<file path="src/rtl/dts_pkg.sv">
package dts_pkg;

    localparam int          CNT_W   = 14;
    localparam logic [13:0] CNT_MAX = 14'd16383;

    localparam logic [1:0] ACC_READ  = 2'd0;
    localparam logic [1:0] ACC_WRITE = 2'd1;
    localparam logic [1:0] ACC_RW    = 2'd2;
    localparam logic [1:0] ACC_NONE  = 2'd3;

    localparam int REC_W = 24;

    typedef enum logic [3:0] {
        S_CLEAR,
        S_IDLE,
        S_SCAN_RD,
        S_SCAN_CMP,
        S_SCAN_UPD,
        S_STORE,
        S_INIT,
        S_WK_HEAD,
        S_WK_CUR,
        S_WK_MADDR,
        S_WK_MUPD,
        S_EMIT_RD,
        S_EMIT_OUT
    } t_state;

    typedef struct packed {
        logic clear;
        logic accept;
        logic scan_rd;
        logic scan_cmp;
        logic scan_upd;
        logic store;
        logic init_step;
        logic wk_head;
        logic wk_cur;
        logic wk_maddr;
        logic wk_mupd;
        logic emit_rd;
        logic emit_next;
    } t_cmd;

    typedef struct packed {
        logic clr_done;
        logic is_read;
        logic scan_done;
        logic match;
        logic rec_last;
        logic pc_zero;
        logic init_done;
        logic fifo_empty;
        logic nx_done;
        logic emit_last;
    } t_sts;

endpackage

</file>
<file path="src/rtl/dts_ctrl.sv">
module dts_ctrl (
    input  logic          i_clk,
    input  logic          i_rst_n,
    input  logic          i_in_valid,
    input  logic          i_out_stall,
    input  dts_pkg::t_sts i_sts,
    output dts_pkg::t_cmd o_cmd,
    output logic          o_in_stall,
    output logic          o_out_valid
);

    dts_pkg::t_state r_state;
    dts_pkg::t_state n_state;

    always_ff @(posedge i_clk) begin
        if (!i_rst_n) begin
            r_state <= dts_pkg::S_CLEAR;
        end else begin
            r_state <= n_state;
        end
    end

    always_comb begin
        n_state = r_state;
        case (r_state)
            dts_pkg::S_CLEAR: begin
                if (i_sts.clr_done) n_state = dts_pkg::S_IDLE;
            end
            dts_pkg::S_IDLE: begin
                if (i_in_valid) n_state = dts_pkg::S_SCAN_RD;
            end
            dts_pkg::S_SCAN_RD: begin
                if (!i_sts.is_read || i_sts.scan_done) n_state = dts_pkg::S_STORE;
                else n_state = dts_pkg::S_SCAN_CMP;
            end
            dts_pkg::S_SCAN_CMP: begin
                if (i_sts.match) n_state = dts_pkg::S_SCAN_UPD;
                else n_state = dts_pkg::S_SCAN_RD;
            end
            dts_pkg::S_SCAN_UPD: begin
                n_state = dts_pkg::S_SCAN_RD;
            end
            dts_pkg::S_STORE: begin
                if (i_sts.rec_last) n_state = dts_pkg::S_INIT;
                else n_state = dts_pkg::S_IDLE;
            end
            dts_pkg::S_INIT: begin
                if (i_sts.pc_zero) n_state = dts_pkg::S_CLEAR;
                else if (i_sts.init_done) n_state = dts_pkg::S_WK_HEAD;
            end
            dts_pkg::S_WK_HEAD: begin
                if (i_sts.fifo_empty) n_state = dts_pkg::S_EMIT_RD;
                else n_state = dts_pkg::S_WK_CUR;
            end
            dts_pkg::S_WK_CUR: begin
                n_state = dts_pkg::S_WK_MADDR;
            end
            dts_pkg::S_WK_MADDR: begin
                if (i_sts.nx_done) n_state = dts_pkg::S_WK_HEAD;
                else n_state = dts_pkg::S_WK_MUPD;
            end
            dts_pkg::S_WK_MUPD: begin
                n_state = dts_pkg::S_WK_MADDR;
            end
            dts_pkg::S_EMIT_RD: begin
                n_state = dts_pkg::S_EMIT_OUT;
            end
            dts_pkg::S_EMIT_OUT: begin
                if (!i_out_stall) begin
                    if (i_sts.emit_last) n_state = dts_pkg::S_CLEAR;
                    else n_state = dts_pkg::S_EMIT_RD;
                end
            end
            default: n_state = dts_pkg::S_CLEAR;
        endcase
    end

    always_comb begin
        o_cmd           = '0;
        o_in_stall      = 1'b1;
        o_out_valid     = 1'b0;
        case (r_state)
            dts_pkg::S_CLEAR: o_cmd.clear = 1'b1;
            dts_pkg::S_IDLE: begin
                o_in_stall   = 1'b0;
                o_cmd.accept = i_in_valid;
            end
            dts_pkg::S_SCAN_RD:  o_cmd.scan_rd = i_sts.is_read && !i_sts.scan_done;
            dts_pkg::S_SCAN_CMP: o_cmd.scan_cmp = 1'b1;
            dts_pkg::S_SCAN_UPD: o_cmd.scan_upd = 1'b1;
            dts_pkg::S_STORE:    o_cmd.store = 1'b1;
            dts_pkg::S_INIT:     o_cmd.init_step = !i_sts.init_done;
            dts_pkg::S_WK_HEAD:  o_cmd.wk_head = 1'b1;
            dts_pkg::S_WK_CUR:   o_cmd.wk_cur = 1'b1;
            dts_pkg::S_WK_MADDR: o_cmd.wk_maddr = !i_sts.nx_done;
            dts_pkg::S_WK_MUPD:  o_cmd.wk_mupd = 1'b1;
            dts_pkg::S_EMIT_RD:  o_cmd.emit_rd = 1'b1;
            dts_pkg::S_EMIT_OUT: begin
                o_out_valid     = 1'b1;
                o_cmd.emit_next = !i_out_stall && !i_sts.emit_last;
            end
            default: o_in_stall = 1'b1;
        endcase
    end

endmodule

</file>
<file path="config.mk">
export PLATFORM = sky130hd
export DESIGN_NAME = dts_ctrl
export DESIGN_NICKNAME = d
export VERILOG_FILES = /design/src/rtl/dts_pkg.sv /design/src/rtl/dts_ctrl.sv
export SDC_FILE = /design/constraint.sdc
export NUM_CORES = 1
export LEC_CHECK = 0
export ABC_AREA = 1
export BUFFER_PORTS_ARGS = -buffer_cell sky130_fd_sc_hd__buf_4
export CELL_PAD_IN_SITES_DETAIL_PLACEMENT = 1
export CELL_PAD_IN_SITES_GLOBAL_PLACEMENT = 1
export CORE_MARGIN = 5
export CORE_UTILIZATION = 29
export CTS_BUF_LIST = sky130_fd_sc_hd__clkbuf_2
export DETAILED_ROUTE_END_ITERATION = 10
export HOLD_SLACK_MARGIN = 0.02
export PLACE_DENSITY = 0.94
export SLEW_MARGIN = 20
export SYNTH_ARGS = -nofsm -noshare
export SYNTH_HDL_FRONTEND = slang
export SYNTH_SLANG_ARGS = --single-unit
</file>
<file path="constraint.sdc">
create_clock -name i_clk -period 2 [get_ports i_clk]
set_clock_uncertainty 0.2 [all_clocks]
set_input_delay 0 -clock i_clk [delete_from_list [all_inputs] [get_ports i_clk]]
set_output_delay 0 -clock i_clk [all_outputs]
set_load 0.05 [all_outputs]
</file>
==> results of run 1 <==
critical path: cells and delay by family:
family / cells / cell delay [ps]
buffers and inverters: 3 / 1240
AND/OR/NAND/NOR: 3 / 210
AO/OA/AOI/OAI: 3 / 270
routing by layer:
layer  up-vias  wire (um)
met3         2         74
li1        370          -
met4         0         16
met5         -          0
met2        20        940
met1       339        912
cell type report:
class | count | area share [%]
Clock buffer | 3 | 1.77
Sequential cell | 4 | 9.45
Timing Repair Buffer | 38 | 36.6
Inverter | 17 | 7.83
Tap cell | 17 | 2.51
Multi-Input combinational cell | 72 | 41.8
synthesized netlist by cell type (all sizes together):
cell type and n:
a21oi 4, buf 1, dfxtp 4, inv 17, nand2 28, nand3 4
nand4 2, nor2 25, nor3 3, o211ai 1, o21ai 5
where the power goes:
group / leakage (nW) / internal, W / switching, W
clock network: 0.0125 / 0.0000404 / 0.0000410
registers: 0.0326 / 0.0000890 / 0.0000192
logic: 0.441 / 0.0000964 / 0.000177
total: 0.486 / 0.000226 / 0.000238
path summary, 6_finish.rpt:
| check | start | depth (start not counted) | to | slack [ps] |
|---|---|---|---|---|
| setup / recovery | i_sts[3] | 9 | r_state[3] | 200 |
| setup reg to reg | r_state[2] | 8 | r_state[1] | 340 |
| hold reg to reg | r_state[3] | 2 | r_state[3] | 460 |
| hold / removal | i_sts[8] | 6 | r_state[2] | 80 |
logic make-up after synthesis:
| kind of cell | count (synthesis) | share of synthesized area [%] |
|---|---|---|
| AOI/OAI and AO/OA | 10 | 11.1 |
| and+or+nand+nor | 62 | 58.6 |
| DFF | 4 | 15.8 |
| buffers and inverters | 18 | 14.5 |
stage by stage:
step / instance area (sq um) / cells / utilization, %
after floorplan: 508 / 94 / -
after global placement: 732 / 138 / 43.3
after detailed placement: 732 / 138 / 43.3
after CTS: 847 / 151 / 50.1
after global routing: 847 / 151 / 50.1
final: 847 / 151 / 50.1
==> results summary, run 1 <==
The data arrival time of the critical path came out at 1720 ps. The number of antenna-violating nets in the routed design came out at 0. The total I/O pin count came out at 29. After detailed routing, the number of remaining DRC violations is 0. The max-slew violation total from the final report is 0. The root buffer cell chosen for the clock tree is clkbuf_2. The leakage power total is 0.486 nW. The pin count of the biggest net entering global routing is 9. In this run the power density over the cells is 547 mW/mm^2. The final weighted congestion in routability-driven placement is 0.846. Counting every net in the synthesized netlist gives 108.

By area the synthesized netlist is led by nand2_1, dfxtp_1, nor2_1, inv_1, nor2_4. The critical path's largest stage delay is 560 ps. The slowest stage of the critical path belongs to the cell dlygate4sd3_1. The mapped netlist covers 508 sq um. The most used cell along the critical path is dlygate4sd3_1.

The number of vias in the routed layout came out at 731. The placeable core region came out at 0.00169 sq mm. The multi-input combinational cells in the finished layout cover a total of 354 sq um. The time the worst path needs with I/O delays and setup came out at 1800 ps. The global routing met2 resource utilization came out at 27.0%.

In this run the tool buffered the top-level ports with 28 buffer cells. The net count of the finished layout is 150. The number of buffers inserted during clock tree synthesis is 3.

The total inserted antenna cells came out at 0. Headroom to the max-slew limit came out at 68.8%. The die covers 0.00269 sq mm.

The count of warnings emitted by yosys is 0. The clock net in this run drives a total of 4 sinks. STA classifies the critical path endpoint as a flop.

The achievable clock frequency is 555 MHz. The maximum fanout along the worst path is 4. The via count of the first global-routing pass is 726. The post-cts resize count came out at 0.

The fraction of layout instances using a drive strength above 1 came out at 33.6%. The final worst-path cycle share came out at 90.0%. The sequential cell area is 80.1 sq um. The most common library cell in the layout ignoring fill and taps is buf_4.

The minimum hold slack is 81.2 ps. The busiest layer in global routing is met2. The flip-flop count of the largest register after layout came out at 4. The post-CTS clock slew at the launch and capture registers of the worst setup and hold paths came out at 60 ps. The post-detailed-route via-to-cell ratio is 4.84. The biggest area contributor in the post-synthesis netlist is nand2_1. The count of distinct cell types in the synthesized netlist is 20. The proportion of netlist area held by the largest area contributor is 17.7%. After floorplanning, the core was divided into 15 placement rows. The worst endpoint required time came out at 1920 ps.

The worst hold path class is in2reg. The flow ran to the end, and the final reports show no timing, DRC or antenna violations. For this run the aggregate overflow at the end of global routing stands at 0. The worst setup path is launched from an input port.

The maximum clock path buffer count is 2. For this configuration, the core starts out at a cell density of 30.1%. The final setup slack of the worst path is 199 ps.

The tool flagged a number of max-cap violations equal to 0. The final-report hold violation count came out at 0. In the layout the commonest cells are buf_4, nand2_1, nor2_1, inv_1, dlygate4sd3_1. The average cell area after synthesis came out at 5.40 sq um.

The sum of routed wire length over all layers came out at 1.94 mm. The total routing resource utilization after global routing is 16.2%. The clock network latency to the later pin of the worst-skew pair came out at 230 ps. In this run the number of H-tree levels came out at 1.

The layout has 232 filler cells. In this run the vertical extent of the chip is 51.9 um. In the final layout, the registers with the most flip-flops are r_state x4. Ranked by flip-flop count, first place goes to r_state. After synthesis the netlist holds a flip-flop and latch count of 4. The global routing met1 resource utilization is 19.9%. At the pin with the least slew margin, the transition time is 468 ps. In the final routed layout, each cell accounts on average for 12.9 um. The die span in x is 51.9 um. The setup fix buffers added after clock tree synthesis is 0.

The design draws 0.000463 W. Of the synthesized area, sequential elements account for 15.8%. The number of antenna violations at the first check in global routing is 0.

The first detailed-routing pass ran for 4 iterations. The peak supply drop is 0.395 mV. The critical path goes through dlygate4sd3_1, buf_4, nor2_1, dlygate4sd3_1, nand2_2, o21ai_2, nor2_4, o21ai_1, a21oi_1.

The number of hold buffers added after CTS is 10. The signed area change from the synthesized netlist to the final layout is 66.7%. The post-synthesis cell count is 94. Setup repair after global routing left no endpoint under its margin. Global routing used 4.30% of the available met3 tracks. The number of failing setup endpoints in the final timing report came out at 0.

The critical path is of the in2reg type. TritonCTS built the clock tree. The final-layout setup total negative slack is 0 ps. The detailed router finished its first iteration with 10 violations. After legalization and detailed placement, the total HPWL measured 1.47 mm.

The global-route wire length before repair came out at 3.20 mm. The pre-CTS worst setup slack came out at 373 ps.
No activity file was read; power rests on OpenSTA's default activity.
==> run 2, diff against run 1 <==
Settings changed: PLACE_DENSITY 0.94 to not set, PLACE_DENSITY_LB_ADDON set to 0.1.
==> results summary, run 2 (synthesis gave the netlist of run 1 again) <==
The combined area of the multi-input logic cells is 354 sq um (unchanged). The final-layout setup total negative slack came out at 0 ps (unchanged). The areal power density over the cells came out at 546 mW/mm^2 (-0.14%). The number of buffers inserted during clock tree synthesis is 3 (unchanged). The standard-cell row count came out at 15 (unchanged). The post-DP HPWL came out at 1.47 mm (-0.23%). The filler cell count in the final layout is 241 (+3.9%). The final cell utilization of the core is 48.4% (-1.8 points). In the final layout, the registers with the most flip-flops are r_state x4. The post-cts resize count is 0 (unchanged). The peak supply drop is 0.378 mV (-4.3%). The global-route wire length before repair is 2.98 mm (-6.9%). The worst setup path is launched from an input port. The proportion of power drawn by flip-flops and latches came out at 23.9% (+0.6 points). The number of buffers and inverters on the critical path came out at 3 (unchanged). The internal power component came out at 0.000222 W (-1.7%). The time the worst path needs with I/O delays and setup is 1830 ps (+30.4 ps). The detail-routed net length per standard cell came to 11.9 um (-7.2%). The H-tree level count came out at 1 (unchanged).

The fraction of power spent switching nets is 50.3% (-1.0 points). The worst setup path is of the in2reg kind. The die span in x is 51.9 um (unchanged). The number of failing setup endpoints in the final timing report was 0 (unchanged).

The buffer cell driving the clock tree root is clkbuf_2. The number of antenna-violating nets in the routed design was 0 (unchanged). The flip-flop count of the largest register after layout came out at 4 (unchanged). The sequential cell area was 80.1 sq um (unchanged). TritonCTS built the clock tree. The initial core utilization is 30.1% (unchanged). The post-CTS clock slew at the launch and capture registers of the worst setup and hold paths is 40 ps (-20 ps). The area of the die was 0.00269 sq mm (unchanged). The worst slew margin relative to its limit is 69.3% (+0.51 points). The number of vias in the routed layout is 699 (-4.4%). The post-detailed-route via-to-cell ratio came out at 4.72 (-2.4%). The final routed DRC violation total came out at 0 (unchanged). The clock network latency to the later pin of the worst-skew pair came out at 200 ps (-30 ps). The sum of routed wire length over all layers came out at 1.77 mm (-9.1%). STA classifies the critical path endpoint as a flop. The starting DRC count in detailed routing came to 9 (-1).

The kind of cell adding the most delay to the critical path is buffers and inverters. From synthesis to final layout, the design area changed by 60.8%. The proportion of power drawn by the clock network came out at 16.2% (-1.4 points). Traced cell by cell, the critical path runs through dlygate4sd3_1, buf_4, nor2_1, dlygate4sd3_1, nand2_2, o21ai_2, nor2_4, o21ai_1, a21oi_1.

The number of clock sinks was 4 (unchanged). The number of input and output port buffers inserted is 28 (unchanged). Setup repair after global routing left no endpoint under its margin. The most common library cell in the layout ignoring fill and taps is buf_4. The flow ran to the end, and the final reports show no timing, DRC or antenna violations. The total routing resource utilization after global routing came out at 14.5% (-1.7 points). The total number of nets in the final design came out at 147 (-2.0%). In this design, the critical path's most frequently occurring cell is dlygate4sd3_1.

The number of antenna violations at the first check in global routing is 0 (unchanged). The reported net switching power came to 0.000224 W (-5.6%). The achievable clock frequency is 546 MHz (-1.7%).

The final worst-path cycle share was 91.6% (+1.5 points). The post-place instance area came out at 732 sq um (unchanged). The critical path's largest stage delay came to 570 ps (about the same).

The iteration count of the initial detailed-routing pass came out at 4 (unchanged). The maximum clock path buffer count is 2 (unchanged). The total I/O pin count came to 29 (unchanged). The via count of the first global-routing pass is 693 (-4.5%). The worst hold path class is in2reg. The final weighted congestion in routability-driven placement came to 0.775 (-8.4%). Among all stages on the critical path, the largest delay is contributed by dlygate4sd3_1. The fraction of layout instances using a drive strength above 1 is 34.4% (+0.77 points). The total inserted antenna cells is 0 (unchanged).

The pin count of the biggest net entering global routing is 9 (unchanged). The final-report hold violation count is 0 (unchanged). The max-capacitance violation count is 0 (unchanged). The leakage power total came out at 0.474 nW (-2.6%).

The data arrival time of the critical path is 1720 ps (about the same). The post-route standard cell area excluding fillers is 817 sq um (-3.5%). The slew at the pin closest to its max-slew limit came to 460 ps (-7.67 ps). The proportion of power drawn by combinational gates came to 59.9% (+0.8 points). Leaving out fill and tap cells, the most frequent cells in the layout are buf_4, nand2_1, nor2_1, inv_1, dlygate4sd3_1.

The total congestion overflow after global routing came out at 0 (unchanged). The height of the die is 51.9 um (unchanged). The placeable core region is 0.00169 sq mm (unchanged). The max-slew violation total from the final report is 0 (unchanged).

Ranked by flip-flop count, first place goes to r_state. The worst endpoint required time came out at 1890 ps (-30 ps). The maximum fanout along the worst path is 4 (unchanged).
[run 2: cell count changes in the layout (fill, tap and decap cells not counted), sizes merged]
cell and delta:
dlygate4sd3 -3
[run 2: per-layer routing]
layer	vias up	wire length, um	track usage [%]
li1	366	-	-
met1	318	765	18.1
met2	15	924	25.1
met3	0	78	0.860
met4	0	0	6.55
met5	-	0	0
[run 2: metrics by stage]
stage | cells | total power, W | hold slack (ps) | setup slack [ps]
2_1_floorplan | 94 | 0.000287 | -29.4 | 93.7
3_3_place_gp | 138 | 0.000363 | 86.2 | 419
3_5_place_dp | 138 | 0.000367 | 96.3 | 350
4_1_cts | 148 | 0.000456 | 30.3 | 181
5_1_grt | 148 | 0.000482 | 75.5 | 124
6_report | 148 | 0.000446 | 46.2 | 169
[run 2: cell type report]
cell class              count  area share (%)
flip-flops and latches      4            9.80
multi-input cells          72            43.3
clock buffers               3            1.84
inverters                  17            8.12
repair buffers             35            34.3
well taps                  17            2.60
[run 2: path summary, 6_finish.rpt]
check | startpoint | endpoint | slack, ps | depth (start not counted)
hold / removal | i_sts[5] | r_state[2] | 50 | 5
hold reg to reg | r_state[3] | r_state[3] | 460 | 2
setup reg to reg | r_state[2] | r_state[3] | 340 | 7
setup / recovery | i_sts[3] | r_state[3] | 170 | 9
[run 2: what timing repair did]
action | 4_1_cts | 5_1_grt
buffers inserted | 0 | 0
hold buffers | 7 | 0
endpoints found under the hold margin | 4 | 0
[run 2: worst min-delay path: stages]
cell	delay, ps
buf_4	80
nand2_1	70
nand3_1	90
o21ai_1	60
a21oi_1	110
[run 2: power by group through the flow]
stage	clock network [W]	logic, W	registers, W
finish	0.0000724	0.000267	0.000107
global route	0.0000837	0.000290	0.000108
CTS	0.0000801	0.000270	0.000107
detailed placement	0	0.000258	0.000108
global placement	0	0.000255	0.000108
floorplan	0	0.000186	0.000100
==> run 3, diff against run 2 <==
Settings changed: CELL_PAD_IN_SITES_DETAIL_PLACEMENT 1 to not set, CELL_PAD_IN_SITES_GLOBAL_PLACEMENT 1 to not set, CORE_AREA set to 5 5 42 44, CORE_MARGIN 5 to not set, CORE_UTILIZATION 29 to not set, DIE_AREA set to 0 0 47 49, PLACE_DENSITY set to 0.71, PLACE_DENSITY_LB_ADDON 0.1 to not set.
==> results summary, run 3 (synthesis gave the netlist of run 1 again) <==
STA classifies the critical path startpoint as an input port. The worst endpoint required time came out at 1880 ps (about the same). The achievable clock frequency is 539 MHz (-1.4%). The leakage power total came out at 0.474 nW (unchanged). The final-report hold violation count came out at 0 (unchanged).

Ranked by flip-flop count, first place goes to r_state. The max-slew violation total from the final report came to 0 (unchanged). The final weighted congestion in routability-driven placement came out at 0.866 (+12%). The critical path is of the in2reg type. The largest registers in the layout are r_state x4.

The number of antenna-violating nets in the routed design is 0 (unchanged). The run finished with clean final reports. The minimum hold slack is 65.1 ps (+18.9 ps).

The number of failing setup endpoints in the final timing report came out at 0 (unchanged). The maximum fanout along the worst path is 4 (unchanged). The number of clock sinks came out at 4 (unchanged). STA classifies the critical path endpoint as a flop. The global-route wire length before repair came to 2.42 mm (-19%). The data arrival time of the critical path was 1730 ps (about the same).

The total number of nets in the final design was 147 (unchanged). The final routed DRC violation total came out at 0 (unchanged). The area of the die is 0.00230 sq mm (-14%). The number of placed cells counting well taps is 137 (-0.72%). The total I/O pin count came out at 29 (unchanged).

The final cell utilization of the core came out at 58.2% (+9.8 points). TritonCTS built the clock tree. In this design, the critical path's most frequently occurring cell is dlygate4sd3_1. The number of cells traversed by the worst register-to-register path is 7 (unchanged). The final worst-path cycle share came out at 92.8% (+1.3 points). The clock network latency to the later pin of the worst-skew pair is 200 ps (about the same).

The number of standard cells in the layout, taps in and fillers out came out at 147 (-0.68%). The number of input and output port buffers inserted came out at 28 (unchanged). The standard-cell row count is 14 (-1). The number of buffers inserted during clock tree synthesis is 3 (unchanged). The detail-routed net length per standard cell is 10.3 um (-14%). The maximum clock path buffer count came to 2 (unchanged). The iteration count of the initial detailed-routing pass is 4 (unchanged). The cell sitting at the root of the clock tree is a clkbuf_2. The post-detailed-route via-to-cell ratio came out at 4.54 (-3.8%). The total inserted antenna cells is 0 (unchanged). The path class of the tightest hold or removal check is in2reg. The number of gates on the worst path with buffers counted is 9 (unchanged).

The signed area change from the synthesized netlist to the final layout is 60.6%. The total routing resource utilization after global routing came out at 13.6% (-0.84 points). The via count of the first global-routing pass came out at 654 (-5.6%).

Setup repair after global routing left no endpoint under its margin. The total congestion overflow after global routing came out at 0 (unchanged). Traced cell by cell, the critical path runs through dlygate4sd3_1, buf_4, nor2_1, dlygate4sd3_1, nand2_2, o21ai_2, nor2_4, o21ai_1, a21oi_1. In this design, the largest share of critical-path delay is due to buffers and inverters. The post-DP HPWL is 1.29 mm (-12%).

The pin count of the biggest net entering global routing was 9 (unchanged). The areal power density over the cells is 539 mW/mm^2 (-1.4%). The sum of routed wire length over all layers came out at 1.51 mm (-14%). The setup fix buffers added after clock tree synthesis came out at 0 (unchanged). The peak supply drop is 0.389 mV (+3.0%).

The time the worst path needs with I/O delays and setup came out at 1860 ps (+25.3 ps). The slowest cell on the critical path is dlygate4sd3_1. The worst slew margin relative to its limit came out at 70.0% (+0.74 points). The slew at the pin closest to its max-slew limit came out at 449 ps (-11.0 ps).

The final-layout setup total negative slack was 0 ps (unchanged). The total power after layout came out at 0.000440 W (-1.5%). The fraction of layout instances using a drive strength above 1 came out at 34.4% (unchanged). The number of cells on the worst hold path is 6 (+1). The most common library cell in the layout ignoring fill and taps is buf_4.

The number of buffers and inverters on the critical path came out at 3 (unchanged). The height of the die came out at 49 um (-5.5%). The critical path's largest stage delay is 580 ps (about the same).

The number of vias in the routed layout came out at 668 (-4.4%). The placeable core region was 0.00140 sq mm (-17%). The max-capacitance violation count came out at 0 (unchanged). The starting DRC count in detailed routing is 8 (-1). The initial core utilization came out at 36.2% (+6.2 points). The post-CTS clock slew at the launch and capture registers of the worst setup and hold paths came out at 40 ps (about the same).

The die span in x was 47 um (-9.4%). The H-tree level count was 1 (unchanged). The flip-flop count of the largest register after layout is 4 (unchanged).

The number of antenna violations at the first check in global routing came out at 0 (unchanged). The top cell types in the final layout, fill and taps aside, are buf_4, nand2_1, nor2_1, inv_1, dlygate4sd3_1.
-- run 3: per-stage QoR --
stage,area [sq um],setup slack [ps]
floorplan,508,93.7
global placement,731,448
detailed placement,731,416
CTS,816,179
global route,816,86.8
finish,816,144
-- run 3: worst paths after layout --
| kind | start | slack [ps] | to |
|---|---|---|---|
| setup / recovery | i_sts[3] | 140 | r_state[2] |
| hold / removal | i_sts[5] | 70 | r_state[0] |
| setup reg to reg | r_state[2] | 420 | r_state[2] |
| hold reg to reg | r_state[3] | 450 | r_state[3] |
-- run 3: layout make-up --
cell class,count,area [sq um]
fill,163,586
multi-input combinational,72,354
tap,16,20.0
inverter,17,66.3
clock buffer,3,15.0
sequential,4,80.1
timing repair buffer,35,280
-- run 3: what timing repair did --
| action | 4_1_cts | 5_1_grt |
|---|---|---|
| hold buffers | 7 | 0 |
| gates resized for setup | 0 | 0 |
| endpoints found under the hold margin | 4 | 0 |
-- run 3: report_power, final --
| group | internal, W | switching, W | total, W |
|---|---|---|---|
| Sequential | 0.0000893 | 0.0000183 | 0.000108 |
| Clock | 0.0000403 | 0.0000284 | 0.0000687 |
| Combinational | 0.0000925 | 0.000171 | 0.000263 |
-- run 3: worst min-delay path: stages --
cell	delay [ps]
buf_4	90
nor3_1	40
nor2_1	110
nand2_1	60
nand2_1	60
a21oi_1	50
-- run 3: layer usage --
| metal | global-route usage, % | up-vias | routed length (um) |
|---|---|---|---|
| met2 | 23.3 | 20 | 818 |
| met3 | 1.85 | 2 | 77 |
| met5 | 0 | - | 0 |
| met1 | 15.5 | 281 | 598 |
| met4 | 6.91 | 0 | 17 |
| li1 | - | 365 | - |
